[config.mk]
export PLATFORM = sky130hd
export DESIGN_NAME = kwm_cell
export DESIGN_NICKNAME = d
export VERILOG_FILES = /design/src/hdl/kwm_pkg.sv /design/src/hdl/kwm_cell.sv
export SDC_FILE = /design/constraint.sdc
export NUM_CORES = 1
export LEC_CHECK = 0
export BUFFER_PORTS_ARGS = -buffer_cell sky130_fd_sc_hd__buf_2
export CAP_MARGIN = 10
export CORE_AREA = 5 5 150 152
export CTS_BUF_LIST = sky130_fd_sc_hd__clkbuf_8 sky130_fd_sc_hd__clkbuf_16
export CTS_CLUSTER_DIAMETER = 150
export DETAILED_ROUTE_END_ITERATION = 8
export DIE_AREA = 0 0 155 157
export GPL_TIMING_DRIVEN = 1
export PLACE_DENSITY_LB_ADDON = 0.2
export SYNTH_ARGS = -nofsm -noshare
export SYNTH_HDL_FRONTEND = slang
export SYNTH_SLANG_ARGS = --single-unit
export TNS_END_PERCENT = 1
[constraint.sdc]
create_clock -name clk -period 0.8 [get_ports clk]
set_input_delay 0.12 -clock clk [delete_from_list [all_inputs] [get_ports clk]]
set_output_delay 0.12 -clock clk [all_outputs]
set_load 0.03 [all_outputs]
[src/hdl/kwm_pkg.sv]
// Shared types, constants and helpers for the k-mer window minimizer select unit.
// No dependencies; compile first.
`default_nettype none

package kwm_pkg;

    localparam int MAX_WINDOW_DEF = 32;
    localparam int KMER_BITS_DEF  = 64;
    localparam int POS_BITS_DEF   = 32;

    localparam int KMER_W     = 64;
    localparam int POS_W      = 32;
    localparam int CFG_IDX_W  = 2;
    localparam int CFG_DATA_W = 6;
    localparam int KLEN_W     = 6;
    localparam int WSIZE_W    = 6;
    localparam int MODE_W     = 2;

    localparam logic [KLEN_W-1:0]  KLEN_RST  = 6'd16;
    localparam logic [WSIZE_W-1:0] WSIZE_RST = 6'd16;

    typedef enum logic [CFG_IDX_W-1:0] {
        REG_KMER_LENGTH = 2'd0,
        REG_WINDOW_SIZE = 2'd1,
        REG_SELECT_MODE = 2'd2
    } cfg_reg_t;

    typedef enum logic [MODE_W-1:0] {
        MODE_FIXED     = 2'd0,
        MODE_MIN_RIGHT = 2'd1,
        MODE_MIN_ALL   = 2'd2
    } sel_mode_t;

    typedef enum logic [1:0] {
        ST_IDLE,
        ST_EVAL,
        ST_SCAN
    } state_t;

    typedef struct packed {
        logic shift;
    } cell_ctrl_t;

    typedef struct packed {
        logic recalc;
        logic advance;
        logic restart;
    } phase_ctrl_t;

    typedef struct packed {
        logic busy;
        logic hit;
    } phase_stat_t;

    function automatic logic [6:0] eff_window(input logic [WSIZE_W-1:0] w, input int max_w);
        logic [6:0] wx;
        wx = {1'b0, w};
        if (w == '0)
            return 7'd1;
        if (wx > 7'(max_w))
            return 7'(max_w);
        return wx;
    endfunction

endpackage

`default_nettype wire

[src/hdl/kwm_cell.sv]
// One window slot: k-mer value, position, valid and sent marks, prefix minimum.
// Depends on kwm_pkg.
`default_nettype none

module kwm_cell #(
    parameter int KMER_BITS = kwm_pkg::KMER_BITS_DEF,
    parameter int POS_BITS  = kwm_pkg::POS_BITS_DEF
) (
    input  wire logic                 clk,
    input  wire logic                 rst_n,
    input  wire kwm_pkg::cell_ctrl_t  ctrl,
    input  wire logic [KMER_BITS-1:0] head_value,
    input  wire logic [KMER_BITS-1:0] prev_value,
    input  wire logic [KMER_BITS-1:0] prev_pmin,
    input  wire logic [POS_BITS-1:0]  prev_pos,
    input  wire logic                 prev_valid,
    input  wire logic                 prev_sent,
    input  wire logic                 mark,
    output logic [KMER_BITS-1:0]      value,
    output logic [KMER_BITS-1:0]      pmin,
    output logic [POS_BITS-1:0]       pos,
    output logic                      valid,
    output logic                      sent
);
    import kwm_pkg::*;

    logic [KMER_BITS-1:0] value_reg;
    logic [KMER_BITS-1:0] pmin_reg;
    logic [KMER_BITS-1:0] pmin_next;
    logic [POS_BITS-1:0]  pos_reg;
    logic                 valid_reg;
    logic                 valid_next;
    logic                 sent_reg;
    logic                 sent_next;

    always_comb
    begin
        pmin_next  = (head_value < prev_pmin) ? head_value : prev_pmin;
        valid_next = valid_reg;
        sent_next  = sent_reg;
        if (ctrl.shift)
        begin
            valid_next = prev_valid;
            sent_next  = prev_sent;
        end
        else if (mark)
        begin
            sent_next = 1'b1;
        end
    end

    always_ff @(posedge clk or negedge rst_n)
    begin
        if (!rst_n)
        begin
            valid_reg <= 1'b0;
            sent_reg  <= 1'b0;
        end
        else
        begin
            valid_reg <= valid_next;
            sent_reg  <= sent_next;
        end
    end

    always_ff @(posedge clk)
    begin
        if (ctrl.shift)
        begin
            value_reg <= prev_value;
            pmin_reg  <= pmin_next;
            pos_reg   <= prev_pos;
        end
    end

    assign value = value_reg;
    assign pmin  = pmin_reg;
    assign pos   = pos_reg;
    assign valid = valid_reg;
    assign sent  = sent_reg;

endmodule

`default_nettype wire

==> summary.md <==
| Metric | Value |
|---|---|
| Layout cells sized above 1 | 0.549 |
| DR WL met2 | roughly 13000 um |
| Violations in the final reports | negative setup slack |
| Peak supply drop | 1.41 mV |
| Startpoint Class | primary input |
| Post-DP HPWL | approximately 18000 um |
| Power Total | approximately 0.026 W |
| Gr usage total | 0.200 |
| Min-delay worst type | primary input to flip-flop |
| Highest Clock Rate | 0.463 GHz |
| Clock skew | 0 ns |
| Drt drc | 0 |
| Synth warn | 0 |
| Mapped Area | approximately 7500 sq um |
| RSZ-0062 raised after global routing | yes |
| Core ar. | ~21000 sq um |
| Crit path depth | 11 |
| Final core utilization | 0.622 |
| Clock buffers created by TritonCTS | 17 |
| DR iter-0 viols | about 140 |
| H-tree Lvls | 4 |
| Fin Setup TNS | -130.77 ns |
| TritonCTS clock tree | built |
| Fill cells | about 1600 |
| Die width | between 150 and 200 um |
| Number of global-route vias before repair | 6327 |
| DRT Pass-1 Iters | 4 |
| Netlist cell types | 30 |
| FP Rows | 53 |
| Period Utilization, post-route | 2.70 |
| Req. time, crit path | 0.96 ns |
| Die area | around 24000 sq um |
| Final WL | ~25000 um |
| Syn avg cell area | approximately 16 sq um |
| GRT overflow | 0 |
| Worst Tran Pin Value | around 0.45 ns |
| GPL Wtd Cong | roughly 0.8 |
| DRT antenna net count | 0 |
| Cells after DPL | 1168 |
| Vias | roughly 6100 |
| Crit-path slowest cell | nor4_2 |
| Setup CP Type | primary input to flip-flop |
| Largest net degree at the start of global routing | 37 |
| Sequential element share of the synthesized area | 0.643 |
| Area of the multi-input gates | around 2500 sq um |
| Worst setup slack after layout | -1.36 ns |
| I/O pin cnt | around 390 |
| Wirelength per Cell | approximately 20 um |
| Clk sinks | between 150 and 200 |
| Clk slew on worst S/H paths | around 0.08 ns |
| Family with the most delay on the worst path | compound AO/OA/AOI/OAI gates |
| Non-filler cells, final | ~1300 |
| DRT met1 WL | around 9500 um |
| Max Buffers Root-to-Sink | 2 |
| CP max stage delay | 0.46 ns |
| CP Capture Type | flip-flop |
| Status | finished, violations left |
| CP Buf/Inv Count | 4 |
| Vias/cell | 4.64 |
| Syn nets | around 750 |
| Buffer type at the clock tree root | clkbuf_16 |
| P per Cell Area | about 2000 nW/um^2 |
| WP data arrival | around 2.3 ns |
| Initial antenna violation count | 10 |
| Post-Synthesis Cells | 459 |
| Global-route wire length before repair | approximately 37000 um |
| Top layer in use | met5 |
| MaxCap Viol Count | 0 |
| Final Hold Violating Endpoints | 0 |
| Max FO, Critical Path | 21 |
| Crit path cell chain | buf_2, inv_1, ha_4, buf_4, a21oi_1, o211ai_1, nor4_2, o21ai_2, a211o_4, buf_12, mux2_4 |
| Chip height | roughly 160 um |
| Leakage power | about 6.0 nW |
| R2R cell count | 1 |
| Slew headroom | 0.699 |
| FF+latch count, synth | around 160 |
| Metal3 WL | between 2000 and 2500 um |
| Area grow syn2layout | 72.0% |
| # setup viols final | about 230 |
| Starting density of the core | 0.361 |
| Hold Path Stages | 2 |
| Skew-Pair Late Insertion Delay | between 0.4 and 0.5 ns |
| Net total in the final layout | between 1000 and 1500 |
| Max-slew violation count | 0 |
| FF+latch area | 4850 sq um |
| Buffers on Ports | between 300 and 400 |
| Fin crit period | roughly 2.2 ns |
-- cells by family after synthesis --
| kind of cell | after synthesis | synth area share |
|---|---|---|
| AOI/OAI and AO/OA | 57 | 0.0472 |
| adders and majority gates | 63 | 0.104 |
| buffers and inverters | 70 | 0.0487 |
| DFF | 162 | 0.643 |
| muxes | 65 | 0.127 |
| and+or+nand+nor | 42 | 0.0298 |
-- layout by cell type, fill, tap and decap left out, types with 2 or more instances in the layout --
cell	n
buf_2	228
buf_6	163
edfxtp_1	160
dlygate4sd3_1	100
mux2_4	60
inv_1	58
ha_1	54
buf_4	42
a21oi_1	21
clkbuf_16	17
nand4_1	12
a21o_1	9
o21ai_0	9
ha_4	9
nand3_1	8
nand2_1	8
buf_12	8
nor2_1	6
diode_2	5
mux2_2	5
inv_6	5
inv_8	5
inv_2	4
o211ai_1	4
a21oi_2	3
a211o_1	2
nor4_2	2
clkinv_4	2
clkinv_8	2
dfrtp_1	2
-- cell usage after synthesis (all sizes together) --
cell type	number	area share
edfxtp	160	0.64
mux2	65	0.13
ha	63	0.10
inv	63	0.031
a21oi	24	0.016
nand4	12	0.0099
o21ai	10	0.0066
a21o	9	0.0089
nand2	8	0.0040
nand3	8	0.0053
buf	7	0.017
nor2	6	0.0030
o211ai	4	0.0040
a211o	3	0.0035
nor4	3	0.0025
a211oi	2	0.0027
a21boi	2	0.0020
dfrtp	2	0.0066
a2111o	1	0.0015
a221o	1	0.0013
a31oi	1	0.00083
and2	1	0.00099
and3	1	0.00099
and4	1	0.0012
nand2b	1	0.00083
nor4b	1	0.0012
-- final timing paths --
check | startpoint | endpoint | slack [ns]
hold / removal | prev_pmin[56] | pmin[56] | 0.01
hold reg to reg | valid | valid | 0.54
setup reg to reg | valid | valid | 0.03
setup / recovery | prev_pmin[47] | pmin[35] | -1.36
max in group asynchronous | rst_n | valid | 0.66
min in group asynchronous | rst_n | sent | 0.04
-- through the flow --
step | worst slack, ns | hold WS, ns | area (sq um)
floorplan | -1.49 | -0.176 | 7630
global placement | -2.03 | -0.0930 | 10300
detailed placement | -2.03 | -0.0904 | 10300
CTS | -1.31 | -0.00848 | 12900
global route | -1.43 | 0.000457 | 13000
finish | -1.36 | 0.0119 | 13000
-- final cells by class --
| type | instances | share of cell area |
|---|---|---|
| antenna | 5 | 0.000964 |
| timing repair buffer | 541 | 0.343 |
| inverter | 63 | 0.0184 |
| sequential | 162 | 0.374 |
| clock buffer | 17 | 0.0328 |
| multi-input combinational | 227 | 0.193 |
| tap | 275 | 0.0265 |
| clock inverter | 15 | 0.0119 |
-- power by group --
part           internal, W  switching [W]
clock              0.00419        0.00388
sequential          0.0103       0.000402
combinational      0.00342        0.00340
-- routing by layer --
| metal | GRT usage | up-vias |
|---|---|---|
| met5 | 0 | - |
| met4 | 0.0614 | 12 |
| met3 | 0.0709 | 44 |
| met2 | 0.361 | 265 |
| met1 | 0.222 | 2885 |
| li1 | - | 2851 |
-- timing repair --
item / CTS / global route
pin swaps: 3 / 4
gates resized for setup: 334 / 3
setup endpoints to repair: 226 / 227
setup buffers: 0 / 0
hold endpoints to repair: 113 / 0
hold buffers: 100 / 0
Power figures use the tool's default switching activity.
