==> src/hdl/kwm_pkg.sv <==
// Shared types, constants and helpers for the k-mer window minimizer select unit.
// No dependencies; compile first.
`default_nettype none

package kwm_pkg;

    localparam int MAX_WINDOW_DEF = 32;
    localparam int KMER_BITS_DEF  = 64;
    localparam int POS_BITS_DEF   = 32;

    localparam int KMER_W     = 64;
    localparam int POS_W      = 32;
    localparam int CFG_IDX_W  = 2;
    localparam int CFG_DATA_W = 6;
    localparam int KLEN_W     = 6;
    localparam int WSIZE_W    = 6;
    localparam int MODE_W     = 2;

    localparam logic [KLEN_W-1:0]  KLEN_RST  = 6'd16;
    localparam logic [WSIZE_W-1:0] WSIZE_RST = 6'd16;

    typedef enum logic [CFG_IDX_W-1:0] {
        REG_KMER_LENGTH = 2'd0,
        REG_WINDOW_SIZE = 2'd1,
        REG_SELECT_MODE = 2'd2
    } cfg_reg_t;

    typedef enum logic [MODE_W-1:0] {
        MODE_FIXED     = 2'd0,
        MODE_MIN_RIGHT = 2'd1,
        MODE_MIN_ALL   = 2'd2
    } sel_mode_t;

    typedef enum logic [1:0] {
        ST_IDLE,
        ST_EVAL,
        ST_SCAN
    } state_t;

    typedef struct packed {
        logic shift;
    } cell_ctrl_t;

    typedef struct packed {
        logic recalc;
        logic advance;
        logic restart;
    } phase_ctrl_t;

    typedef struct packed {
        logic busy;
        logic hit;
    } phase_stat_t;

    function automatic logic [6:0] eff_window(input logic [WSIZE_W-1:0] w, input int max_w);
        logic [6:0] wx;
        wx = {1'b0, w};
        if (w == '0)
            return 7'd1;
        if (wx > 7'(max_w))
            return 7'(max_w);
        return wx;
    endfunction

endpackage

`default_nettype wire

==> src/hdl/kwm_phase.sv <==
// Position counter and fixed-interval phase, (pos + k - 1) mod w, with a
// bit-serial remainder unit that rebuilds the phase after reset or a k/w write.
// Depends on kwm_pkg.
`default_nettype none

module kwm_phase #(
    parameter int MAX_WINDOW = kwm_pkg::MAX_WINDOW_DEF,
    parameter int POS_BITS   = kwm_pkg::POS_BITS_DEF
) (
    input  wire logic                         clk,
    input  wire logic                         rst_n,
    input  wire kwm_pkg::phase_ctrl_t         ctrl,
    input  wire logic [kwm_pkg::KLEN_W-1:0]   kmer_length,
    input  wire logic [kwm_pkg::WSIZE_W-1:0]  window_size,
    output logic [POS_BITS-1:0]               item_pos,
    output kwm_pkg::phase_stat_t              stat
);
    import kwm_pkg::*;

    localparam int WW     = $clog2(MAX_WINDOW + 1);
    localparam int SH_W   = KLEN_W + POS_BITS;
    localparam int STEP_W = $clog2(SH_W + 1);
    localparam logic [STEP_W-1:0] STEP_BASE = STEP_W'(KLEN_W - 1);
    localparam logic [STEP_W-1:0] STEP_LAST = STEP_W'(SH_W - 1);

    logic [POS_BITS-1:0] pos_reg,     pos_next;
    logic [WW-1:0]       phase_reg,   phase_next;
    logic [WW-1:0]       base_reg,    base_next;
    logic [WW-1:0]       rem_reg,     rem_next;
    logic [SH_W-1:0]     sh_reg,      sh_next;
    logic [STEP_W-1:0]   step_reg,    step_next;
    logic                run_reg,     run_next;
    logic                pending_reg, pending_next;

    logic [WW-1:0]       w_eff;
    logic [KLEN_W-1:0]   km1;
    logic [WW:0]         trial;
    logic [WW-1:0]       rem_step;
    logic [WW:0]         sum;
    logic [WW-1:0]       phase_calc;
    logic [POS_BITS-1:0] pos_cur;
    logic [WW-1:0]       ph_cur;
    logic [WW:0]         ph_inc;
    logic [WW-1:0]       ph_adv;
    logic                load;

    always_comb
    begin
        w_eff      = WW'(eff_window(window_size, MAX_WINDOW));
        km1        = (kmer_length == '0) ? '0 : kmer_length - KLEN_W'(1);
        trial      = {rem_reg, sh_reg[SH_W-1]};
        rem_step   = (trial >= {1'b0, w_eff}) ? WW'(trial - {1'b0, w_eff}) : WW'(trial);
        sum        = {1'b0, rem_step} + {1'b0, base_reg};
        phase_calc = (sum >= {1'b0, w_eff}) ? WW'(sum - {1'b0, w_eff}) : WW'(sum);
        pos_cur    = ctrl.restart ? '0 : pos_reg;
        ph_cur     = ctrl.restart ? base_reg : phase_reg;
        ph_inc     = {1'b0, ph_cur} + (WW+1)'(1);
        ph_adv     = (ph_inc == {1'b0, w_eff}) ? '0 : WW'(ph_inc);
        load       = pending_reg | ctrl.recalc;

        pos_next     = pos_reg;
        phase_next   = phase_reg;
        base_next    = base_reg;
        rem_next     = rem_reg;
        sh_next      = sh_reg;
        step_next    = step_reg;
        run_next     = run_reg;
        pending_next = pending_reg;

        if (load)
        begin
            sh_next      = {km1, pos_reg};
            rem_next     = '0;
            step_next    = '0;
            run_next     = 1'b1;
            pending_next = 1'b0;
        end
        else if (run_reg)
        begin
            sh_next   = sh_reg << 1;
            step_next = step_reg + STEP_W'(1);
            rem_next  = rem_step;
            if (step_reg == STEP_BASE)
            begin
                base_next = rem_step;
                rem_next  = '0;
            end
            if (step_reg == STEP_LAST)
            begin
                phase_next = phase_calc;
                run_next   = 1'b0;
            end
        end

        if (ctrl.advance)
        begin
            pos_next   = pos_cur + POS_BITS'(1);
            phase_next = (pos_cur == '1) ? base_reg : ph_adv;
        end
    end

    always_ff @(posedge clk or negedge rst_n)
    begin
        if (!rst_n)
        begin
            pos_reg     <= '0;
            phase_reg   <= '0;
            base_reg    <= '0;
            step_reg    <= '0;
            run_reg     <= 1'b0;
            pending_reg <= 1'b1;
        end
        else
        begin
            pos_reg     <= pos_next;
            phase_reg   <= phase_next;
            base_reg    <= base_next;
            step_reg    <= step_next;
            run_reg     <= run_next;
            pending_reg <= pending_next;
        end
    end

    always_ff @(posedge clk)
    begin
        rem_reg <= rem_next;
        sh_reg  <= sh_next;
    end

    assign item_pos  = pos_cur;
    assign stat.busy = pending_reg | run_reg;
    assign stat.hit  = (ph_cur == '0);

endmodule

`default_nettype wire

==> config.mk <==
export PLATFORM = sky130hd
export DESIGN_NAME = kwm_phase
export DESIGN_NICKNAME = d
export VERILOG_FILES = /design/src/hdl/kwm_pkg.sv /design/src/hdl/kwm_phase.sv
export SDC_FILE = /design/constraint.sdc
export NUM_CORES = 1
export LEC_CHECK = 0
export ABC_AREA = 1
export BUFFER_PORTS_ARGS = -buffer_cell sky130_fd_sc_hd__buf_4
export CORE_AREA = 2 2 149 93
export CTS_BUF_LIST = sky130_fd_sc_hd__clkbuf_4
export CTS_CLUSTER_SIZE = 16
export DETAILED_ROUTE_END_ITERATION = 8
export DIE_AREA = 0 0 151 95
export GPL_TIMING_DRIVEN = 0
export PLACE_DENSITY = 0.68
export SKIP_LAST_GASP = 1
export SLEW_MARGIN = 10
export SYNTH_ARGS = -nofsm -noshare
export SYNTH_HDL_FRONTEND = slang
export SYNTH_SLANG_ARGS = --single-unit
==> constraint.sdc <==
create_clock -name clk -period 5.9 [get_ports clk]
set_input_delay 0.885 -clock clk [delete_from_list [all_inputs] [get_ports clk]]
set_output_delay 0.885 -clock clk [all_outputs]
set_load 0.05 [all_outputs]
==> results by group <==
Status
  – Outcome: finished, final reports clean

Logic synthesis
  – Post-synthesis net count: 876
  – Area contributors post-synth: dfrtp_1 (20%), edfxtp_1 (18%), nand2_1 (15%), inv_1 (6.8%), ha_1 (5.3%)
  – Ys async rst share: 54.17%
  – Synth Register Bits: 96
  – Netlist cell types: 47
  – Synth Instances: 829
  – Seq/Total Area, Yosys: 40.21%
  – Mapped cell area: 6376 um^2
  – Post-synth EDFFs: 38
  – Synth top cells by count: nand2_1 (247), inv_1 (116), nor2_1 (70)
  – Avg Inst Size Synth: 7.691 um^2
  – Area leader, netlist: dfrtp_1
  – Yosys warning total: 0
  – Prevailing post-synth register cell: dfrtp_1
  – Most frequent cell after synthesis: nand2_1
  – Top-area cell type share of the netlist area: 20.02%

Job
  – Max cap viols: 0

Pwr
  – Worst-case vdd ir drop: 0.1068 mV
  – Leakage: 0.003397 uW
  – Cell Pwr Density: 256.3 nW/um^2

Floorplanning
  – Std cell rows: 33
  – I/O pin total: 51
  – Die ar.: 14350 um^2
  – Core area: 13130 um^2
  – Die Span Y: 95 um
  – Die width: 151 um
  – Starting Density: 48.56%

Setup path
  – CP bufs+invs: 6
  – Worst Reg-to-Reg Cells: 28
  – CP top delay family: compound AO/OA/AOI/OAI gates
  – Crit end category: flop
  – Cell mode on critical path: nand2_1
  – Crit-path slowest cell: o21ai_0
  – Worst endpoint data arrival time: 5720 ps
  – Reg2reg start: rem_reg[1]
  – Critical Path Start Type: input pin
  – Critical path type: in2reg
  – CP required: 6270 ps
  – Worst path max stage delay: 420 ps
  – R2R setup slack: 1250 ps
  – R2R Path End: phase_reg[3]
  – Maximum fanout along the worst path: 10

Detailed routing
  – DR WL/cell: 15.44 um
  – DRT Pass-1 Iters: 5
  – Post-route DRC: 0
  – Vias per inst: 5.184
  – Via Count: 5547
  – Antenna Nets Post-Route: 0
  – Total wire length: 16520 um
  – Starting DRT DRC Count: 511

Clock tree
  – Postcts setup bufs: 0
  – Post-CTS sizing: 0
  – Clock-pin transition on the worst setup and hold timing paths: 150 ps
  – Clk Latency, worst-skew pair: 470 ps
  – Max Root-Sink Buffers: 2
  – Clock sinks: 96
  – CTS tree: done
  – H-tree Lvls: 3
  – CTS Buf Count: 9
  – # hold bufs at CTS: 0
  – Root buf cell: clkbuf_4

Global routing
  – Global-route wire length before repair: 26320 um
  – Largest net degree at the start of global routing: 53
  – Initial antenna violation count: 1
  – Grt total ovfl: 0
  – GRT Resource Usage Total: 24.42%
  – Number of global-route vias before repair: 4975

Place
  – Placed Area: 6975 um^2
  – IO Port Bufs: 48
  – GPL Wtd Cong: 0.9102
  – HPWL Detailed: 12680 um

Timing
  – Crit path time final: 5346 ps
  – Max-slew violations: 0
  – Setup TNS: 0 ps
  – Worst-margin pin slew: 777.3 ps
  – Final setup violation count: 0
  – Final hold vios: 0
  – Final worst-path cycle share: 90.61%
  – Slew margin rel.: 48.18%
  – Clock Skew: 19.63 ps
  – Max Fclk: 187.0 MHz
  – Setup repair after global routing missed its margin: no

Cells and area
  – Nets: 936
  – Fin area: 7089 um^2
  – Max reg flops: 38
  – Layout area overhead: 11.19%
  – Layout cells sized above 1: 13.65%

Min path
  – Hold WC Path Type: in2async
## how the worst max path moves through the flow
stage | depth (start not counted) | start | endpoint
after CTS | 33 | window_size[2] | phase_reg[3]
final | 33 | window_size[2] | phase_reg[3]
after floorplan | 35 | window_size[2] | phase_reg[1]
after global placement | 33 | window_size[2] | phase_reg[3]
after global routing | 31 | window_size[2] | phase_reg[3]
after detailed placement | 33 | window_size[2] | phase_reg[3]
## per-layer routing
| layer | track usage (%) | vias up | share of wire (%) |
|---|---|---|---|
| met5 | 0 | - | 0 |
| met4 | 5.140 | 0 | 1.1 |
| met3 | 5.024 | 16 | 8.6 |
| met2 | 31.78 | 219 | 38 |
| met1 | 40.45 | 2550 | 52 |
| li1 | - | 2762 | - |
## final cells by class
cell class | instances | area, um^2
Antenna cell | 1 | 2.502
Multi-Input combinational cell | 594 | 3241
Buffer | 20 | 120.1
Fill cell | 1302 | 6041
Clock inverter | 6 | 36.28
Tap cell | 175 | 219.0
Clock buffer | 10 | 75.07
Inverter | 119 | 451.7
Sequential cell | 96 | 2564
Timing Repair Buffer | 49 | 380.4
## cells in the final DEF, fill, tap and decap left out, drive strengths merged, types with 3 or more instances in the layout
cell    count
o211ai      3
a31oi       6
o21ai      64
edfxtp     38
ha         27
dfxtp       6
nand3      46
nor2       90
buf        58
inv       119
dfrtp      51
xnor2      18
clkbuf     21
nor3       19
xor2       22
clkinv      5
nand2     258
nand4      10
fa          3
a21oi      15
or2         3
## logic make-up after synthesis
| group | Yosys count | share of synthesized area (%) |
|---|---|---|
| buffers and inverters | 139 | 8.968 |
| other | 1 | 0.05881 |
| XOR/XNOR | 40 | 5.494 |
| AO/OA/AOI/OAI | 93 | 7.791 |
| adder cells (fa/ha/maj) | 30 | 6.240 |
| AND/OR/NAND/NOR | 430 | 31.24 |
| flip-flops | 96 | 40.21 |
## per-stage QoR
step / total power, uW / setup WS, ps / hold WS [ps] / util [%] / std cells
after floorplan: 1311 / 1088 / 445.4 / - / 829
after detailed placement: 1498 / 94.54 / 472.4 / 53.13 / 1053
after global routing: 1955 / 3.582 / 467.2 / 53.99 / 1070
after CTS: 1813 / 618.8 / 436.0 / 53.97 / 1069
final: 1817 / 553.7 / 419.5 / 53.99 / 1070
after global placement: 1490 / 193.6 / 466.8 / 52.97 / 1052
## power breakdown
group | internal, uW | leakage [uW] | switching (uW)
sequential | 728 | 0.00121 | 34.1
combinational | 255 | 0.00213 | 483
clock | 88.9 | 0.0000591 | 228
Note: power is estimated with default switching activity, not from simulation.
